==> src/hdl/best_fit_bin_packer_top_defines.svh <==
// Assertion macros shared by the best-fit bin packer RTL.
// Included by bfp_ctrl, the module that carries concurrent assertions; no other dependencies.
`ifndef BEST_FIT_BIN_PACKER_TOP_DEFINES_SVH
`define BEST_FIT_BIN_PACKER_TOP_DEFINES_SVH

// Consequent must hold in the same cycle as the antecedent.
`define BFP_ASSERT_SAME(lbl, clk, rst_n, ante, cons, msg) \
	lbl: assert property (@(posedge clk) disable iff (!rst_n) (ante) |-> (cons)) \
		else $error(msg);

// Consequent must hold in the cycle after the antecedent.
`define BFP_ASSERT_NEXT(lbl, clk, rst_n, ante, cons, msg) \
	lbl: assert property (@(posedge clk) disable iff (!rst_n) (ante) |=> (cons)) \
		else $error(msg);

`endif

==> src/hdl/bfp_pkg.sv <==
// Shared types and constants for the best-fit bin packer.
// No dependencies; used by bfp_ctrl, the top level and the testbench, not by bfp_layer_mem.
package bfp_pkg;

	// Reset value of the layer capacity register.
	localparam int unsigned CAP_RESET = 50;

	// Register index of bin_capacity on the configuration port.
	localparam logic REG_BIN_CAPACITY = 1'b0;

	// Result status codes.
	typedef enum logic [1:0] {
		STATUS_PLACED   = 2'd0,
		STATUS_TOO_WIDE = 2'd1,
		STATUS_FULL     = 2'd2
	} status_t;

	// Sequencer states.
	typedef enum logic [1:0] {
		S_IDLE,
		S_SCAN,
		S_DECIDE
	} fsm_t;

	// Flags that accompany one result from the controller.
	typedef struct packed {
		logic    opened_new;
		status_t status;
	} res_flags_t;

endpackage

==> src/hdl/bfp_layer_mem.sv <==
// Layer table memory: one write port, one read port with registered data.
// Uses no package items; instantiated by the top level.
module bfp_layer_mem #(
	parameter int DEPTH  = 64,
	parameter int AW     = 6,
	parameter int DW     = 30
) (
	input  logic          clk,
	input  logic          wr_en,
	input  logic [AW-1:0] wr_addr,
	input  logic [DW-1:0] wr_data,
	input  logic          rd_en,
	input  logic [AW-1:0] rd_addr,
	output logic [DW-1:0] rd_data
);

	logic [DW-1:0] mem [DEPTH];
	logic [DW-1:0] rd_data_q;

	// Write port.
	always_ff @(posedge clk) begin
		if (wr_en) begin
			mem[wr_addr] <= wr_data;
		end
	end

	// Registered read port, loaded when rd_en is set.
	always_ff @(posedge clk) begin
		if (rd_en) begin
			rd_data_q <= mem[rd_addr];
		end
	end

	assign rd_data = rd_data_q;

endmodule

==> src/hdl/bfp_ctrl.sv <==
// Sequencer of the best-fit packer: scans the layer table, picks a layer and writes it back when the box is placed.
// Depends on bfp_pkg and the assertion macros in best_fit_bin_packer_top_defines.svh.
`include "best_fit_bin_packer_top_defines.svh"

module bfp_ctrl #(
	parameter int MAX_LAYERS = 64,
	parameter int DIM_BITS   = 10,
	parameter int IDX_BITS   = 6,
	parameter int CNT_BITS   = 7
) (
	input  logic                  clk,
	input  logic                  arst_n,
	// Box input
	input  logic                  in_valid,
	output logic                  in_ready,
	input  logic [DIM_BITS-1:0]   in_width,
	input  logic [DIM_BITS-1:0]   in_height,
	input  logic [DIM_BITS-1:0]   in_length,
	input  logic                  in_last,
	input  logic [DIM_BITS-1:0]   bin_capacity,
	// Layer memory
	output logic                  mem_wr_en,
	output logic [IDX_BITS-1:0]   mem_wr_addr,
	output logic [3*DIM_BITS-1:0] mem_wr_data,
	output logic                  mem_rd_en,
	output logic [IDX_BITS-1:0]   mem_rd_addr,
	input  logic [3*DIM_BITS-1:0] mem_rd_data,
	// Result
	output logic                  res_valid,
	input  logic                  res_ready,
	output logic [IDX_BITS-1:0]   res_index,
	output logic [DIM_BITS-1:0]   res_width_left,
	output logic [DIM_BITS-1:0]   res_length,
	output logic [DIM_BITS-1:0]   res_height,
	output bfp_pkg::res_flags_t   res_flags
);

	localparam logic [CNT_BITS-1:0] MAX_CNT = CNT_BITS'(MAX_LAYERS);

	bfp_pkg::fsm_t state_q, state_next;

	// Box being processed.
	logic [DIM_BITS-1:0] w_q, h_q, l_q;
	logic                last_q;

	// Table occupancy and scan position.
	logic [CNT_BITS-1:0] open_cnt_q, open_cnt_next;
	logic [CNT_BITS-1:0] rd_cnt_q;
	logic                rvalid_s1;
	logic [IDX_BITS-1:0] raddr_s1;

	// Best layer so far.
	logic                found_q;
	logic [IDX_BITS-1:0] best_idx_q;
	logic [DIM_BITS-1:0] best_slack_q, best_len_q, best_hgt_q;

	// Read data fields and fit test.
	logic [DIM_BITS-1:0] rd_rem, rd_len, rd_hgt, rd_slack;
	logic                rd_better;

	logic                accept, too_wide, can_open, do_write;

	assign accept = in_valid && in_ready;

	// Next-state logic.
	always_comb begin
		state_next = state_q;
		case (state_q)
			bfp_pkg::S_IDLE: begin
				if (in_valid) state_next = bfp_pkg::S_SCAN;
			end
			bfp_pkg::S_SCAN: begin
				if (rd_cnt_q >= open_cnt_q) state_next = bfp_pkg::S_DECIDE;
			end
			bfp_pkg::S_DECIDE: begin
				if (res_ready) state_next = bfp_pkg::S_IDLE;
			end
			default: state_next = bfp_pkg::S_IDLE;
		endcase
	end

	// State-dependent outputs.
	always_comb begin
		in_ready  = 1'b0;
		mem_rd_en = 1'b0;
		res_valid = 1'b0;
		case (state_q)
			bfp_pkg::S_IDLE:   in_ready  = 1'b1;
			bfp_pkg::S_SCAN:   mem_rd_en = rd_cnt_q < open_cnt_q;
			bfp_pkg::S_DECIDE: res_valid = 1'b1;
			default: begin
				in_ready = 1'b0;
			end
		endcase
	end

	assign mem_rd_addr = rd_cnt_q[IDX_BITS-1:0];

	// Unpack the entry from the registered read port and test it against the box.
	assign rd_rem    = mem_rd_data[DIM_BITS-1:0];
	assign rd_len    = mem_rd_data[2*DIM_BITS-1:DIM_BITS];
	assign rd_hgt    = mem_rd_data[3*DIM_BITS-1:2*DIM_BITS];
	assign rd_slack  = rd_rem - w_q;
	assign rd_better = (rd_rem >= w_q) && (!found_q || (rd_slack < best_slack_q));

	// Decision on the chosen layer once the scan is over.
	assign too_wide = w_q > bin_capacity;
	assign can_open = open_cnt_q < MAX_CNT;

	always_comb begin
		res_index            = '0;
		res_width_left       = '0;
		res_length           = '0;
		res_height           = '0;
		res_flags.opened_new = 1'b0;
		res_flags.status     = bfp_pkg::STATUS_PLACED;
		do_write             = 1'b0;
		open_cnt_next        = open_cnt_q;
		if (too_wide) begin
			res_flags.status = bfp_pkg::STATUS_TOO_WIDE;
		end else if (found_q) begin
			do_write       = 1'b1;
			res_index      = best_idx_q;
			res_width_left = best_slack_q;
			res_length     = (l_q > best_len_q) ? l_q : best_len_q;
			res_height     = best_hgt_q;
		end else if (can_open) begin
			do_write             = 1'b1;
			res_index            = open_cnt_q[IDX_BITS-1:0];
			res_width_left       = bin_capacity - w_q;
			res_length           = l_q;
			res_height           = h_q;
			res_flags.opened_new = 1'b1;
			open_cnt_next        = open_cnt_q + CNT_BITS'(1);
		end else begin
			res_flags.status = bfp_pkg::STATUS_FULL;
		end
		if (last_q) begin
			open_cnt_next = '0;
		end
	end

	// Write back the updated or newly opened layer as the result leaves.
	assign mem_wr_en   = (state_q == bfp_pkg::S_DECIDE) && res_ready && do_write;
	assign mem_wr_addr = res_index;
	assign mem_wr_data = {res_height, res_length, res_width_left};

	// Control registers.
	always_ff @(posedge clk or negedge arst_n) begin
		if (!arst_n) begin
			state_q    <= bfp_pkg::S_IDLE;
			open_cnt_q <= '0;
			rd_cnt_q   <= '0;
			rvalid_s1  <= 1'b0;
			found_q    <= 1'b0;
		end else begin
			state_q   <= state_next;
			rvalid_s1 <= mem_rd_en;
			if (accept) begin
				rd_cnt_q <= '0;
				found_q  <= 1'b0;
			end else begin
				if (mem_rd_en) rd_cnt_q <= rd_cnt_q + CNT_BITS'(1);
				if (rvalid_s1 && rd_better) found_q <= 1'b1;
			end
			if ((state_q == bfp_pkg::S_DECIDE) && res_ready) begin
				open_cnt_q <= open_cnt_next;
			end
		end
	end

	// Payload registers.
	always_ff @(posedge clk) begin
		if (accept) begin
			w_q    <= in_width;
			h_q    <= in_height;
			l_q    <= in_length;
			last_q <= in_last;
		end
		raddr_s1 <= mem_rd_addr;
		if (rvalid_s1 && rd_better) begin
			best_idx_q   <= raddr_s1;
			best_slack_q <= rd_slack;
			best_len_q   <= rd_len;
			best_hgt_q   <= rd_hgt;
		end
	end

	// Checks on the sequencer.
	`BFP_ASSERT_SAME(a_cnt_bound, clk, arst_n, 1'b1, open_cnt_q <= MAX_CNT, "open count beyond table")
	`BFP_ASSERT_NEXT(a_accept_busy, clk, arst_n, accept, state_q != bfp_pkg::S_IDLE, "idle after accept")
	`BFP_ASSERT_SAME(a_rdata_in_scan, clk, arst_n, rvalid_s1, state_q == bfp_pkg::S_SCAN, "read data outside scan")
	`BFP_ASSERT_SAME(a_open_placed, clk, arst_n, res_valid && res_flags.opened_new, res_flags.status == bfp_pkg::STATUS_PLACED, "new layer without placement")

endmodule

==> src/hdl/best_fit_bin_packer_top.sv <==
// Top level of the best-fit bin packer: stream ports, APB register and result register.
// Depends on bfp_pkg, bfp_layer_mem and bfp_ctrl.
//
// Channel | Dir | Contents
// s_*     | in  | tdata = box_width, box_height, box_length (low to high); tlast = last_box
// m_*     | out | tdata = layer_index, opened_new, width_left, layer_length, layer_height;
//         |     | tuser = status
// APB     | in  | bin_capacity at byte address 0
//
// A box is accepted in the idle state; the layer memory is then read one entry per cycle
// over the open layers, and the decide state picks the layer and writes it back.
// A result waits in an output register; the next box is accepted meanwhile, and only the
// decide state stalls, while that register is full and not being drained. Reset empties the
// table and sets the capacity to 50; layer memory contents need no clearing.
module best_fit_bin_packer_top #(
	parameter int MAX_LAYERS = 64,
	parameter int DIM_BITS   = 10
) (
	input  logic                  clk,
	input  logic                  arst_n,
	// Box stream
	input  logic                  s_tvalid,
	output logic                  s_tready,
	input  logic [((3 * DIM_BITS + 7) / 8) * 8 - 1:0] s_tdata,
	                                        // box_width, box_height, box_length, zero pad
	input  logic                  s_tlast,
	// Result stream
	output logic                  m_tvalid,
	input  logic                  m_tready,
	output logic [(($clog2(MAX_LAYERS) + 1 + 3 * DIM_BITS + 7) / 8) * 8 - 1:0] m_tdata,
	                                        // layer_index, opened_new, width_left,
	                                        // layer_length, layer_height, zero pad
	output logic [1:0]            m_tuser,  // status
	// Configuration
	input  logic                  psel,
	input  logic                  penable,
	input  logic                  pwrite,
	input  logic [2:0]            paddr,
	input  logic [31:0]           pwdata,
	output logic [31:0]           prdata,
	output logic                  pready
);

	localparam int IDX_BITS = $clog2(MAX_LAYERS);
	localparam int CNT_BITS = $clog2(MAX_LAYERS + 1);
	localparam int OUT_RAW  = IDX_BITS + 1 + 3 * DIM_BITS;
	localparam int OUT_BITS = ((OUT_RAW + 7) / 8) * 8;

	logic [DIM_BITS-1:0]   cap_q;
	logic                  cfg_wr;

	logic                  mem_wr_en, mem_rd_en;
	logic [IDX_BITS-1:0]   mem_wr_addr, mem_rd_addr;
	logic [3*DIM_BITS-1:0] mem_wr_data, mem_rd_data;

	logic                  res_valid, res_ready;
	logic [IDX_BITS-1:0]   res_index;
	logic [DIM_BITS-1:0]   res_width_left, res_length, res_height;
	bfp_pkg::res_flags_t   res_flags;

	logic                  out_valid_q;
	logic [OUT_RAW-1:0]    out_data_q;
	bfp_pkg::status_t      out_status_q;

	// Configuration register.
	assign pready = 1'b1;
	assign cfg_wr = psel && penable && pwrite && pready && (paddr[2] == bfp_pkg::REG_BIN_CAPACITY);

	always_ff @(posedge clk or negedge arst_n) begin
		if (!arst_n) begin
			cap_q <= DIM_BITS'(bfp_pkg::CAP_RESET);
		end else if (cfg_wr) begin
			cap_q <= pwdata[DIM_BITS-1:0];
		end
	end

	assign prdata = (paddr[2] == bfp_pkg::REG_BIN_CAPACITY) ? 32'(cap_q) : 32'd0;

	// Layer table.
	bfp_layer_mem #(
		.DEPTH (MAX_LAYERS),
		.AW    (IDX_BITS),
		.DW    (3 * DIM_BITS)
	) u_mem (
		.clk     (clk),
		.wr_en   (mem_wr_en),
		.wr_addr (mem_wr_addr),
		.wr_data (mem_wr_data),
		.rd_en   (mem_rd_en),
		.rd_addr (mem_rd_addr),
		.rd_data (mem_rd_data)
	);

	// Scan and decision sequencer.
	bfp_ctrl #(
		.MAX_LAYERS (MAX_LAYERS),
		.DIM_BITS   (DIM_BITS),
		.IDX_BITS   (IDX_BITS),
		.CNT_BITS   (CNT_BITS)
	) u_ctrl (
		.clk            (clk),
		.arst_n         (arst_n),
		.in_valid       (s_tvalid),
		.in_ready       (s_tready),
		.in_width       (s_tdata[DIM_BITS-1:0]),
		.in_height      (s_tdata[2*DIM_BITS-1:DIM_BITS]),
		.in_length      (s_tdata[3*DIM_BITS-1:2*DIM_BITS]),
		.in_last        (s_tlast),
		.bin_capacity   (cap_q),
		.mem_wr_en      (mem_wr_en),
		.mem_wr_addr    (mem_wr_addr),
		.mem_wr_data    (mem_wr_data),
		.mem_rd_en      (mem_rd_en),
		.mem_rd_addr    (mem_rd_addr),
		.mem_rd_data    (mem_rd_data),
		.res_valid      (res_valid),
		.res_ready      (res_ready),
		.res_index      (res_index),
		.res_width_left (res_width_left),
		.res_length     (res_length),
		.res_height     (res_height),
		.res_flags      (res_flags)
	);

	// Output register: takes a result when empty or being drained.
	assign res_ready = !out_valid_q || m_tready;

	always_ff @(posedge clk or negedge arst_n) begin
		if (!arst_n) begin
			out_valid_q <= 1'b0;
		end else if (res_valid && res_ready) begin
			out_valid_q <= 1'b1;
		end else if (m_tready) begin
			out_valid_q <= 1'b0;
		end
	end

	always_ff @(posedge clk) begin
		if (res_valid && res_ready) begin
			out_data_q   <= {res_height, res_length, res_width_left,
			                 res_flags.opened_new, res_index};
			out_status_q <= res_flags.status;
		end
	end

	assign m_tvalid = out_valid_q;
	assign m_tdata  = OUT_BITS'(out_data_q);
	assign m_tuser  = out_status_q;

endmodule

==> config.mk <==
export PLATFORM = sky130hd
export DESIGN_NAME = best_fit_bin_packer_top
export DESIGN_NICKNAME = d
export VERILOG_FILES = /design/src/hdl/bfp_pkg.sv /design/src/hdl/bfp_layer_mem.sv /design/src/hdl/bfp_ctrl.sv /design/src/hdl/best_fit_bin_packer_top.sv
export VERILOG_INCLUDE_DIRS = /design/src /design/src/hdl
export SDC_FILE = /design/constraint.sdc
export NUM_CORES = 2
export LEC_CHECK = 0
export BUFFER_PORTS_ARGS = -buffer_cell sky130_fd_sc_hd__buf_2
export CAP_MARGIN = 40
export CORE_MARGIN = 5
export CORE_UTILIZATION = 30
export CTS_CLUSTER_DIAMETER = 100
export CTS_CLUSTER_SIZE = 8
export DETAILED_ROUTE_END_ITERATION = 7
export SETUP_SLACK_MARGIN = 0.02
export SLEW_MARGIN = 40
export SYNTH_ARGS = -nofsm -noshare
export SYNTH_HDL_FRONTEND = slang
export SYNTH_HIERARCHICAL = 1
export SYNTH_SLANG_ARGS = --single-unit
==> constraint.sdc <==
create_clock -name clk -period 8.2 [get_ports clk]
set_clock_uncertainty 0.05 [all_clocks]
set_input_delay 0 -clock clk [delete_from_list [all_inputs] [get_ports clk]]
set_output_delay 0 -clock clk [all_outputs]
set_load 0.1 [all_outputs]
After elaboration in Yosys (flattened, before gate mapping):

Memory sizes are Yosys's and may differ from the RTL's. A register that Yosys moved wholly into a read port is not among the register bits.
Index checks and enable logic that the tools add are counted.

* $add $sub $neg: 4
* $lt $le $gt $ge: 7
* equal/unequal tests: 7
* mux-type cells: 38
* bitwise gates (word level): 1
* reduce and logical (&&, ||, !) cells: 21

Operators by type and width (number)
* 10-bit 2-to-1 mux: 11
* 7-bit 2-to-1 mux: 6
* 10-bit > comparator: 2
* 10-bit subtractor: 2
* 6-bit 2-to-1 mux: 3
* 7-bit by 1-bit adder with 7-bit output (second input constant): 2
* 1-bit 2-to-1 mux: 13
* 10-bit greater-or-equal comparator: 1
* 10-bit less-than comparator: 1
* 1-bit logical AND: 9
* 2-bit 2-to-1 mux: 4
* 2-bit nonzero test: 4
* 7-bit greater-or-equal comparator: 1
* 7-bit less-than comparator: 1
* 7-bit less-than comparator (second input constant): 1
* 2-bit by 1-bit inequality test with 1-bit output (second input constant): 3
* 2-bit case mux with 3 select lines: 1
* 2-bit inequality test (second input constant): 2
* 4-bit AND reduction: 1
* 3-bit AND reduction: 1
* 2-bit by 1-bit equality test with 1-bit output (second input constant): 1
* 2-bit equality test (second input constant): 1
* 1-bit logical NOT: 2
* 2-bit logical NOT: 1
* 3 further kinds: 4

* register bits after elaboration: 141
* RAM bits: 1920
* input port bits: 75
* output and inout port bits: 77
* word-level logic and storage cells: 99
* memories: 1

Memories
* u_mem.mem: words 64, width 30, read ports 1, clocked after memory_dff 1, wr ports 1, RTL line bfp_layer_mem.sv:17 `logic [DW-1:0] mem [DEPTH];`

Depth between registers and ports, before layout:

* word-level depth: 7
* gate-level depth with buffers: 16
* depth with buffers taken out: 14

Cells and area by module:

Netlist, hierarchy kept.

Modules (own cells, without submodules)
* bfp_layer_mem: times used 1, cells an instance 3309, area an instance 74268.7 um^2, sequential area each 58556.2 um^2
* bfp_ctrl: times used 1, cells an instance 479, area an instance 5287.6 um^2, sequential area each 2582.5 um^2
* best_fit_bin_packer_top: times used 1, cells an instance 104, area an instance 1923.1 um^2, sequential area each 1450.1 um^2

Worst setup path before layout:

OpenSTA, ideal clock, no wires.

* path kind: register -> register
* start: register u_mem.rd_data_q[0], in the netlist u_mem/rd_data[0] (read register of u_mem.mem)
* end: register u_ctrl.best_hgt_q[0] (enable)
* setup time: 0.484 ns
* arrival time: 5.152 ns
* required time: 7.666 ns
* slack: 2.514 ns
* cell stages (with the launch flop): 15
* path buffers: 0
* period minus slack after synthesis: 5.686 ns
* cell sequence: edfxtp_1 > inv_1 > ha_1 > inv_1 > fa_1 > a211oi_1 > o21bai_1 > a21oi_1 > o21ai_0 > xnor2_1 > ha_1 > a21o_1 > a21oi_1 > nor2_1 > a211oi_1

* cells in the longest elaborated chain, start to end: 5
* elaborated cells between the ends (all ways): 6
* those cells by class: add/sub (1); order compare (2); reduce/logical (3)

Ends and longest elaborated chain
* from (decl): RTL line bfp_layer_mem.sv:18 `logic [DW-1:0] rd_data_q;`
* 10-bit subtractor: RTL line bfp_ctrl.sv:103 `assign rd_slack = rd_rem - w_q;`
* net u_ctrl.rd_slack[8]: RTL line bfp_ctrl.sv:58 `logic [DIM_BITS-1:0] rd_rem, rd_len, rd_hgt, rd_slack;`
* 10-bit less-than comparator: RTL line bfp_ctrl.sv:104 `assign rd_better = (rd_rem >= w_q) && (!found_q || (rd_slack < best_slack_q));`
* 1-bit logical OR: RTL line bfp_ctrl.sv:104
* 1-bit logical AND: RTL line bfp_ctrl.sv:104
* 1-bit logical AND: RTL line bfp_ctrl.sv:181 `if (rvalid_s1 && rd_better) begin`
* to (signal assigned): RTL line bfp_ctrl.sv:185 `best_hgt_q <= rd_hgt;`
* to (decl): RTL line bfp_ctrl.sv:55 `logic [DIM_BITS-1:0] best_slack_q, best_len_q, best_hgt_q;`

The timed path passes the listed nets, and every way through them passes these cells.
A chain may end at the register's enable or synchronous reset.

Worst setup path in the final report:

* start: register cap_q[0]
* end: memory u_mem.mem[26][4] (enable)

* elaborated cells between the ends (all ways): 6
* those cells by class: order compare (1); mux (4); reduce/logical (1)

RTL lines
* from (decl): RTL line best_fit_bin_packer_top.sv:49 `logic [DIM_BITS-1:0] cap_q;`
* from (signal assigned): RTL line best_fit_bin_packer_top.sv:71 `cap_q <= DIM_BITS'(bfp_pkg::CAP_RESET);`
* from (signal assigned): RTL line best_fit_bin_packer_top.sv:73 `cap_q <= pwdata[DIM_BITS-1:0];`
* 10-bit > comparator: RTL line bfp_ctrl.sv:107 `assign too_wide = w_q > bin_capacity;`
* 6-bit 2-to-1 mux: RTL line bfp_ctrl.sv:119 `if (too_wide) begin`
* net mem_wr_addr[0]: RTL line best_fit_bin_packer_top.sv:53 `logic [IDX_BITS-1:0] mem_wr_addr, mem_rd_addr;`
* to (decl): RTL line bfp_layer_mem.sv:17

The timed path passes the listed nets, and every way through them passes these cells.

==> key figures <==
Run status
  – Outcome: complete, no violations

Final layout
  – Multi-input logic area: 0.0180 mm²
  – Final #Nets: 4,492
  – Post-route insts no fill: 7,991
  – Register area: 0.0626 mm²
  – Area grow syn2layout: 20.1%
  – Share of layout cells above drive strength 1: 27.0%
  – Fill count: 24.5k

Timing
  – Final Hold Viols: 0
  – Final Max Slew Viols: 0
  – RSZ-0062 raised after global routing: false
  – Final worst path period need: 5.37 ns
  – Final setup margin: 2.83 ns
  – Final hold slack: 0.0645 ns
  – Max Clk Rate: 0.186 GHz
  – Total negative slack: 0 ns
  – Ratio of final minimum period to clock period: 65.5%
  – Final setup violation count: 0
  – Worst rel slew slack: 37.2%
  – Worst Max-Slew Pin Slew: 0.927 ns

Clocking
  – Clock tree buffer depth: 4
  – TritonCTS clock tree: yes
  – Max H-tree Level: 5
  – Clock transition at path regs: 0.05 ns
  – Post-CTS sizing: 0
  – Clock tree sinks: 2,091
  – Later-pin clock latency in the skew report: 0.92 ns
  – Root Driver: clkbuf_16
  – Num CTS Buffers: 312

Yosys
  – Cell taking the most area after synthesis: edfxtp_1
  – Mapped cell area: 0.0815 mm²
  – Ys flop type: edfxtp_1
  – Mapped Cells: 3,892
  – Top cells by count, synth: edfxtp_1 (2,056), mux4_2 (408), mux2i_1 (233)
  – Top post-synthesis cells by area: edfxtp_1 (76%), mux4_2 (11%), mux2i_1 (2.9%)
  – Distinct cells, synth: 72
  – Share of the synthesized area in the top cell type: 75.8%
  – Ys async rst share: 1.39%
  – Syn_area_per_cell: 20.9 µm²
  – Most frequent cell after synthesis: edfxtp_1
  – EDFF count, synth: 2,056
  – Register bit count reported by yosys: 2,091
  – Synth warnings: 6
  – Register area share after synthesis: 76.8%

Global routing
  – Met2 Track Usage GR: 24.0%
  – Initial antenna violation count: 13
  – M1 GR Usage: 20.0%
  – Met3 Track Usage GR: 3.32%
  – Vias in the first global route: 41.5k
  – First-pass GRT wire length: 306 mm
  – GRT Total Usage: 15.0%
  – Largest net degree at the start of global routing: 128
  – Gr ovfl total: 0
  – GRT busiest layer: met2

Floorplanning
  – Die Width: 531 µm
  – Cell Rows: 191
  – IO Count: 152
  – Die area: 0.282 mm²
  – Die height: 531 µm
  – Initial Utilization: 30.1%
  – Core area: 0.271 mm²

Worst hold path
  – Worst min-delay path class: in2async

Route
  – Final WL: 214 mm
  – DR iter-0 viols: 4,575
  – Routed len/inst: 26.8 µm
  – DRC: 0
  – Vias: 41.2k
  – Drt pass-1 iters: 6
  – Vias per cell: 5.15
  – Antenna viol nets, final: 0

Pwr
  – Cell Pwr Density: 342 mW/mm²
  – Comb power frac: 26.7%
  – Net Switching: 10.3 mW
  – VDD IR-drop max: 0.247 mV
  – P_int: 23.1 mW
  – Register share of total power: 40.4%
  – Lkg Pwr: 31.2 nW
  – Clock share of power: 32.9%
  – Switching share of power: 30.9%

Setup path
  – Crit. End Element: flop
  – Startpoint types: flop
  – CP Class: reg2reg
  – WP data arrival: 5.85 ns
  – WP data required: 8.68 ns
  – Top fanout value on the critical path: 20

Place
  – Pre-CTS setup slack: 2.95 ns
  – Hpwl dp: 128 mm
  – # port buffers: 99
  – Routability congestion estimate: 0.847
  – Placed cell count: 7,518

Flow run
  – Max Cap Viol: 0
registers in the layout, indices dropped and copies added (netlist names):
register,count
u_ctrl/best_slack_q,10
u_ctrl/best_idx_q,6
m_tvalid,1
out_data_q,37
u_ctrl/w_q,10
u_ctrl/best_hgt_q,10
u_ctrl/best_len_q,10
u_ctrl/rd_cnt_q,7
cap_q,10
u_mem/mem,1920
u_ctrl/state_q,2
u_ctrl/open_cnt_q,7
u_ctrl/last_q,1
u_ctrl/raddr_s1,6
u_ctrl/rvalid_s1,1
u_ctrl/h_q,10
u_ctrl/l_q,10
m_tuser,2
u_ctrl/found_q,1
u_mem/rd_data,30
per-stage QoR:
stage	util [%]	total power [mW]	area (µm²)
2_1_floorplan	-	19.4	81600
3_3_place_gp	32.0	22.3	86500
3_5_place_dp	32.7	22.6	88500
4_1_cts	36.1	33.7	97700
5_1_grt	36.2	34.7	97900
6_report	36.2	33.5	97900
worst max-delay path, stage by stage, from the launching register on:
cell and delay, ns:
dfrtp_1 0.40, inv_1 0.09, ha_1 0.17, inv_1 0.06, fa_1 0.41, a21oi_1 0.20, nand4b_1 0.21, a21o_1 0.17
a21o_1 0.12, buf_4 0.35, inv_2 0.28, a22o_1 0.47, nor2b_1 0.35, nand2_1 0.37, buf_8 0.27, nor2_2 0.52
buf_4 0.45
area by class of cell:
class / instances / share of cell area, %
Multi-Input combinational cell: 1507 / 18.4
Timing Repair Buffer: 401 / 4.53
Tap cell: 3570 / 4.56
Inverter: 54 / 0.207
Clock buffer: 355 / 8.23
Sequential cell: 2091 / 64.0
Antenna cell: 1 / 0.00256
Clock inverter: 12 / 0.148
routing by layer:
| metal | share of wire (%) | vias to the layer above | routed length [µm] |
|---|---|---|---|
| li1 | - | 16900 | - |
| met2 | 48 | 1975 | 102000 |
| met4 | 3.7 | 4 | 7840 |
| met5 | 0.0098 | - | 21 |
| met3 | 8.6 | 360 | 18300 |
| met1 | 40 | 21900 | 85900 |
final timing paths:
kind / startpoint / end / slack (ns) / depth (start not counted)
setup / recovery: cap_q[0]$_DFFE_PN0P_ / u_mem/mem[26][4]$_DFFE_PP_ / 2.83 / 16
hold / removal: arst_n / cap_q[2]$_DFFE_PN0P_ / 0.06 / 4
setup reg to reg: cap_q[0]$_DFFE_PN0P_ / u_mem/mem[26][4]$_DFFE_PP_ / 2.83 / 16
hold reg to reg: u_ctrl/raddr_s1[5]$_DFF_P_ / u_ctrl/best_idx_q[5]$_DFFE_PP_ / 0.35 / 0
max in group asynchronous: arst_n / cap_q[1]$_DFFE_PN1P_ / 7.79 / 4
min in group clk: pwrite / cap_q[6]$_DFFE_PN0P_ / 0.12 / 4
logic make-up after synthesis:
logic type                 synth area share, %
adders and majority gates                0.786
muxes                                     14.3
and+or+nand+nor                           2.41
DFF                                       76.8
other                                  0.00922
AOI/OAI and AO/OA                         3.31
xor gates and xnor gates                 0.161
buffers and inverters                     2.17
what timing repair did:
item	in CTS	in global routing
hold buffers	99	0
buffers inserted	0	0
hold endpoints to repair	141	0
power groups by stage:
stage / combinational, mW / sequential [mW] / clock [mW]
6_report: 8.93 / 13.5 / 11.0
5_1_grt: 9.41 / 13.5 / 11.7
4_1_cts: 8.96 / 13.5 / 11.2
3_5_place_dp: 8.89 / 13.7 / 0
3_3_place_gp: 8.53 / 13.8 / 0
2_1_floorplan: 5.42 / 14.0 / 0
layout by cell type (no fill, tap or decap), types with 52 or more instances in the layout:
cell type         n
clkbuf_16       316
a22oi_1         113
buf_4            84
dlygate4sd3_1    98
mux4_2          408
buf_2           100
nor2_1           80
nor2_4           60
nand2_1          60
inv_1            52
mux2i_1         233
edfxtp_1       2056
(Power assumes the default switching activity.)
